[src/rtl/core/rtct_pkg.sv]
// Types and constants shared by the recordable transfer curve table.
`default_nettype none

package rtct_pkg;

  localparam int SAMPLE_W = 10;
  localparam int LEVEL_W = 8;
  localparam int TABLE_DEPTH = 2 ** LEVEL_W;

  localparam int FULL_SCALE = 930;
  localparam logic [LEVEL_W-1:0] LEVEL_MAX = 8'd255;
  localparam logic [LEVEL_W-1:0] Y_RESET = 8'd220;

  localparam int PROD_W = SAMPLE_W + LEVEL_W;
  localparam int SCALE_SHIFT = 29;
  localparam longint SCALE_RECIP = ((64'd1 << SCALE_SHIFT) + FULL_SCALE - 1) / FULL_SCALE;
  localparam int RECIP_W = $clog2(SCALE_RECIP + 1);
  localparam int MUL_W = PROD_W + RECIP_W;
  localparam int QUOT_W = MUL_W - SCALE_SHIFT;

  typedef enum logic [1:0] {
    MODE_LOW  = 2'd0,
    MODE_HIGH = 2'd1,
    MODE_PWM  = 2'd2
  } drive_mode_e;

  typedef struct packed {
    logic                kind;
    logic [SAMPLE_W-1:0] sample;
    logic                recording;
  } in_t;

  typedef struct packed {
    logic [LEVEL_W-1:0] level;
    drive_mode_e        drive_mode;
  } out_t;

endpackage

`default_nettype wire

[src/rtl/core/rtct_ram.sv]
// Generic single-write, single-read RAM with registered read data.
`default_nettype none

module rtct_ram #(
  parameter int WIDTH = 8,
  parameter int DEPTH = 256
) (
  input  logic                     clk_i,
  input  logic                     we_i,
  input  logic [$clog2(DEPTH)-1:0] waddr_i,
  input  logic [WIDTH-1:0]         wdata_i,
  input  logic                     re_i,
  input  logic [$clog2(DEPTH)-1:0] raddr_i,
  output logic [WIDTH-1:0]         rdata_o
);

  logic [WIDTH-1:0] mem_q [DEPTH];
  logic [WIDTH-1:0] rdata_q;

  always_ff @(posedge clk_i) begin
    if (we_i) begin
      mem_q[waddr_i] <= wdata_i;
    end
    if (re_i) begin
      rdata_q <= mem_q[raddr_i];
    end
  end

  assign rdata_o = rdata_q;

endmodule

`default_nettype wire

[src/rtl/core/recordable_transfer_curve_table.sv]
// Top level of the recordable transfer curve table.
//
// Takes one beat per cycle, poll or converter reading, unless stalled, and
// returns exactly one result beat per input beat via the first-stage and the
// output registers. The reading is scaled by a constant reciprocal multiply in
// the first stage, the x/y registers and the 256 x 8 curve RAM are updated
// there, and the RAM's registered read feeds the output stage. One valid flag
// per table entry makes unwritten entries read as zero, so no clearing pass
// runs after reset. A waiting result stalls input only while stage one is full.
`default_nettype none

module recordable_transfer_curve_table import rtct_pkg::*; (
  input  logic clk_i,
  input  logic rst_ni,
  input  logic in_valid_i,
  output logic in_stall_o,
  input  in_t  in_data_i,
  output logic out_valid_o,
  input  logic out_stall_i,
  output out_t out_data_o
);

  localparam int ADDR_W = $clog2(TABLE_DEPTH);

  logic               in_fire;
  logic               s1_valid_q, s1_valid_d;
  logic               s1_kind_q;
  logic               s1_rec_q;
  logic [PROD_W-1:0]  s1_prod_q;
  logic               s1_fire;
  logic               s2_en;

  logic               next_is_y_q, next_is_y_d;
  logic [LEVEL_W-1:0] x_q, x_d;
  logic [LEVEL_W-1:0] y_q, y_d;

  logic [MUL_W-1:0]   mul;
  logic [QUOT_W-1:0]  quot;
  logic [LEVEL_W-1:0] scaled;

  logic [TABLE_DEPTH-1:0] filled_q;
  logic                   we;
  logic [LEVEL_W-1:0]     ram_rdata;

  logic               s2_valid_q, s2_valid_d;
  logic               s2_rec_q;
  logic               s2_filled_q;
  logic [LEVEL_W-1:0] s2_y_q;
  logic [LEVEL_W-1:0] level;

  // handshake
  assign s2_en      = !s2_valid_q || !out_stall_i;
  assign s1_fire    = s1_valid_q && s2_en;
  assign in_stall_o = s1_valid_q && !s2_en;
  assign in_fire    = in_valid_i && !in_stall_o;

  always_comb begin
    s1_valid_d = s1_valid_q;
    if (in_fire) begin
      s1_valid_d = 1'b1;
    end else if (s1_fire) begin
      s1_valid_d = 1'b0;
    end
  end

  always_comb begin
    s2_valid_d = s2_valid_q;
    if (s1_fire) begin
      s2_valid_d = 1'b1;
    end else if (s2_valid_q && !out_stall_i) begin
      s2_valid_d = 1'b0;
    end
  end

  // scale: sample * 255 / FULL_SCALE via reciprocal, saturate
  assign mul    = MUL_W'(s1_prod_q) * MUL_W'(SCALE_RECIP);
  assign quot   = mul[MUL_W-1:SCALE_SHIFT];
  assign scaled = (quot > QUOT_W'(LEVEL_MAX)) ? LEVEL_MAX : quot[LEVEL_W-1:0];

  always_comb begin
    next_is_y_d = next_is_y_q;
    x_d         = x_q;
    y_d         = y_q;
    if (s1_kind_q) begin
      next_is_y_d = !next_is_y_q;
      if (next_is_y_q) begin
        y_d = scaled;
      end else begin
        x_d = scaled;
      end
    end
  end

  assign we = s1_fire && s1_rec_q;

  rtct_ram #(
    .WIDTH(LEVEL_W),
    .DEPTH(TABLE_DEPTH)
  ) u_ram (
    .clk_i  (clk_i),
    .we_i   (we),
    .waddr_i(x_d[ADDR_W-1:0]),
    .wdata_i(y_d),
    .re_i   (s1_fire),
    .raddr_i(x_d[ADDR_W-1:0]),
    .rdata_o(ram_rdata)
  );

  always_ff @(posedge clk_i or negedge rst_ni) begin
    if (!rst_ni) begin
      s1_valid_q  <= 1'b0;
      s2_valid_q  <= 1'b0;
      next_is_y_q <= 1'b1;
      x_q         <= '0;
      y_q         <= Y_RESET;
      filled_q    <= '0;
    end else begin
      s1_valid_q <= s1_valid_d;
      s2_valid_q <= s2_valid_d;
      if (s1_fire) begin
        next_is_y_q <= next_is_y_d;
        x_q         <= x_d;
        y_q         <= y_d;
      end
      if (we) begin
        filled_q[x_d[ADDR_W-1:0]] <= 1'b1;
      end
    end
  end

  always_ff @(posedge clk_i) begin
    if (in_fire) begin
      s1_kind_q <= in_data_i.kind;
      s1_rec_q  <= in_data_i.recording;
      s1_prod_q <= {in_data_i.sample, LEVEL_W'(0)} - PROD_W'(in_data_i.sample);
    end
    if (s1_fire) begin
      s2_rec_q    <= s1_rec_q;
      s2_y_q      <= y_d;
      s2_filled_q <= filled_q[x_d[ADDR_W-1:0]];
    end
  end

  // take own write first, else stored entry, else cleared value
  assign level = s2_rec_q ? s2_y_q : (s2_filled_q ? ram_rdata : '0);

  always_comb begin
    out_data_o.level = level;
    priority if (level == '0) begin
      out_data_o.drive_mode = MODE_LOW;
    end else if (level == LEVEL_MAX) begin
      out_data_o.drive_mode = MODE_HIGH;
    end else begin
      out_data_o.drive_mode = MODE_PWM;
    end
  end

  assign out_valid_o = s2_valid_q;

  a_stall_only_when_full: assert property (@(posedge clk_i) disable iff (!rst_ni)
    in_stall_o |-> s1_valid_q && s2_valid_q)
    else $error("input stalled with free first stage");

  a_channel_toggles: assert property (@(posedge clk_i) disable iff (!rst_ni)
    s1_fire && s1_kind_q |=> next_is_y_q != $past(next_is_y_q))
    else $error("y/x channel order did not advance on a reading");

  a_record_readback: assert property (@(posedge clk_i) disable iff (!rst_ni)
    s1_fire && s1_rec_q |=> out_valid_o && out_data_o.level == $past(y_d))
    else $error("recorded beat did not return the written y value");

  a_poll_keeps_xy: assert property (@(posedge clk_i) disable iff (!rst_ni)
    s1_fire && !s1_kind_q |=> $stable(x_q) && $stable(y_q) && $stable(next_is_y_q))
    else $error("poll beat changed the x/y registers");

endmodule

`default_nettype wire

[config.mk]
export PLATFORM = sky130hd
export DESIGN_NAME = recordable_transfer_curve_table
export DESIGN_NICKNAME = d
export VERILOG_FILES = /design/src/rtl/core/rtct_pkg.sv /design/src/rtl/core/rtct_ram.sv /design/src/rtl/core/recordable_transfer_curve_table.sv
export SDC_FILE = /design/constraint.sdc
export NUM_CORES = 2
export LEC_CHECK = 0
export BUFFER_PORTS_ARGS = -buffer_cell sky130_fd_sc_hd__buf_2
export CAP_MARGIN = 20
export CORE_MARGIN = 2
export CORE_UTILIZATION = 50
export CTS_BUF_LIST = sky130_fd_sc_hd__clkbuf_4 sky130_fd_sc_hd__clkbuf_8
export DETAILED_ROUTE_END_ITERATION = 7
export GPL_TIMING_DRIVEN = 0
export HOLD_SLACK_MARGIN = 0.15
export PLACE_DENSITY = 0.78
export REMOVE_ABC_BUFFERS = 1
export SYNTH_ARGS = -nofsm -noshare
export SYNTH_HDL_FRONTEND = slang
export SYNTH_SLANG_ARGS = --single-unit
[constraint.sdc]
create_clock -name clk_i -period 18.5 [get_ports clk_i]
set_clock_uncertainty 0.1 [all_clocks]
set_input_delay 2.775 -clock clk_i [delete_from_list [all_inputs] [get_ports clk_i]]
set_output_delay 2.775 -clock clk_i [all_outputs]
set_load 0.01 [all_outputs]
==> flow_metrics.py <==
metrics = {
    "timing": {
        "rsz0062_at_grt": "false",
        "period_needed_ns": 10.61,
        "slew_headroom": 0.167,
        "min_period_over_period": 0.573,
        "finalSetupViolCount": 0,
        "setup_tns_ns": 0,
        "max_freq_mhz": 94.3,
        "hold_viol_final": 0,
        "slew_violations": 0,
        "worstMarginPinSlew_ns": 1.24,
        "fin_ws_ns": 7.89,
    },
    "worst_setup_path": {
        "cp_slowest_cell": "nor4_1",
        "worstSetupPathType": "reg -> reg",
        "startpoint": "s1_prod_q[15]",
        "startpoint_type": "flop",
        "cp_max_fo": 48,
        "slowest_delay_ns": 1.10,
        "reg2reg_depth": 26,
        "crit_path_end_kind": "flop",
        "critical_path.most_common_cell": "fa_1",
        "critPathRequiredTime_ns": 19.13,
        "crit_arrival_ns": 11.24,
        "reg2reg_from": "s1_prod_q[15]",
    },
    "yosys": {
        "netlist_area_mm2": 0.0966,
        "postSynthCellCount": 5487,
        "yosys.cell_types.count": 83,
        "yosysSeqAreaShare": 0.720,
        "ys.flop_type": "edfxtp_1",
        "async_flop_share": 0.116,
        "syn_avg_cell_area_um2": 17.6,
        "synth_warnings": 0,
        "synth_enable_flop_cells": 2086,
        "ys_ff_latch": 2361,
    },
    "placement": {
        "portBuffers": 27,
        "gp_congestion": 0.853,
        "placed_area_mm2": 0.102,
        "dp_hpwl_um": 148000,
        "dp_slack_ns": 7.97,
    },
    "floorplan": {
        "core_mm2": 0.192,
        "num_rows": 161,
        "fp.dieH_um": 444,
        "die_area_mm2": 0.197,
        "design.portCount": 28,
        "fp.dieW_um": 444,
        "initial_core_util": 0.503,
    },
    "clock_tree": {
        "post_cts_buffers": 0,
        "clock_latency_ns": 1.03,
        "ctsResizeCount": 0,
        "cts_hold_buf": 0,
        "cts_buffers": 363,
        "cts_tree": "yes",
        "cts-root-buf": "clkbuf_8",
        "clk_pin_slew_worst_paths_ns": 0.07,
        "clk_path_buf_depth": 4,
        "htreeDepth": 5,
        "clkSinkCount": 2361,
    },
    "grt": {
        "grt_max_degree": 150,
        "grt_overflow_total": 0,
        "grt_pass1_wl_um": 355000,
        "track_usage": 0.242,
        "grt_pass1_vias": 54700,
        "antenna_found_initial": 6,
    },
    "outcome": {
        "status": "finished, final reports clean",
    },
    "cells_and_area": {
        "multiInputGateArea_mm2": 0.0251,
        "final_area_mm2": 0.109,
        "fill_cells": 13600,
        "seqCellArea_mm2": 0.0695,
        "fin_nets": 5904,
        "area_growth_pct": 12.8,
        "layout-drive-gt1-share": 0.220,
    },
    "detailed_routing": {
        "routed_wl_um": 240000,
        "dr_total_vias": 54200,
        "via_per_inst": 6.38,
        "antenna_left": 0,
        "drt_iter0_drc": 8086,
        "drc": 0,
        "dr.pass1.iters": 6,
        "post_drt_wl_per_cell_um": 28.2,
    },
    "run": {
        "drv_cap": 0,
    },
    "worst_hold_path": {
        "hold_depth": 1,
        "hold_path.startpoint": "filled_q[182]",
        "min_path_type": "reg -> reg",
    },
}
## layer usage
layer  vias up  part of all wire  global-route usage
met2      3682              0.46               0.369
li1      22100                 -                   -
met5         -           0.00025                   0
met1     27700              0.37               0.328
met4         6             0.054               0.118
met3       742              0.12              0.0599
## final timing paths
kind,end,slack (ns)
max,u_ram.rdata_o[6],7.89
min,filled_q[182],0.36
max reg2reg,u_ram.rdata_o[6],7.89
min reg2reg,filled_q[182],0.36
max in group asynchronous,filled_q[13],15.15
min in group asynchronous,filled_q[189],1.64
## worst max-delay path, delay by kind of cell, from the launching register on
kind / cells / cell delay (ns)
fa+ha+maj: 7 / 3.16
simple gates: 6 / 2.17
compound gates: 4 / 1.99
buf+inv: 8 / 1.65
flops: 1 / 0.58
mux: 1 / 0.56
## Yosys cell counts (25+ instances only)
cell | count | area [um2]
mux4_2 | 456 | 10300
or2_1 | 42 | 263
inv_1 | 155 | 582
nand3_1 | 175 | 876
or2_2 | 26 | 163
ha_1 | 131 | 1640
nand4_1 | 47 | 294
clkbuf_1 | 107 | 402
a221oi_1 | 35 | 307
buf_4 | 25 | 188
nor3_1 | 41 | 205
nand2_1 | 434 | 1630
a32oi_1 | 34 | 298
mux2i_1 | 47 | 470
a21oi_1 | 123 | 616
o21ai_0 | 27 | 135
nor2_1 | 287 | 1080
edfxtp_1 | 2086 | 62600
dfrtp_1 | 269 | 6730
buf_2 | 160 | 801
a22oi_1 | 209 | 1570
fa_1 | 72 | 1440
o21bai_1 | 192 | 1440
## area by class of cell
type                       count  area share
antenna                        3   0.0000689
sequential                  2361       0.638
clock buffer                 501      0.0570
multi-input combinational   2636       0.230
inverter                     155     0.00534
tap                         2526      0.0290
clock inverter               142      0.0100
timing repair buffer         168      0.0300
## cells in the final DEF, fill, tap and decap left out, types with 44 or more instances in the layout
cell type and instances:
buf_12 73, nand4_1 47, dfrtp_1 269, fa_1 72
nor2_1 287, mux4_2 456, inv_1 155, nand3_1 166
clkinv_2 44, a22oi_1 209, ha_1 131, clkbuf_4 110
clkbuf_8 391, o21bai_1 192, mux2i_1 47, clkinv_1 73
nand2_1 434, buf_16 53, a21oi_1 123, edfxtp_1 2086
## sequential cells by signal, indices dropped and copies added (netlist names), 8 cells and up
register       flops
y_q                8
s1_prod_q         18
filled_q         256
s2_y_q             8
x_q                8
u_ram.mem_q     2048
u_ram.rdata_o      8
## logic make-up (layout without fill, tap and decap cells)
logic type	Yosys count	after routing	share of synthesized area
AO/OA/AOI/OAI	734	734	0.0551
XOR/XNOR	22	22	0.00199
other	0	3	0
AND/OR/NAND/NOR	1164	1164	0.0550
buffers and inverters	490	966	0.0238
adder cells (fa/ha/maj)	203	203	0.0319
flip-flops	2361	2361	0.720
multiplexers	513	513	0.112
## metrics by stage
step | hold WS (ns) | util | cells
finish | 0.362 | 0.567 | 8492
CTS | 0.367 | 0.567 | 8488
global route | 0.381 | 0.567 | 8491
global placement | 0.342 | 0.511 | 7705
detailed placement | 0.351 | 0.529 | 7845
floorplan | 0.326 | - | 5152
Power is left out: the tool's default activity adds up to more than one toggle a clock period on the data nets, which glitch-free logic cannot reach.
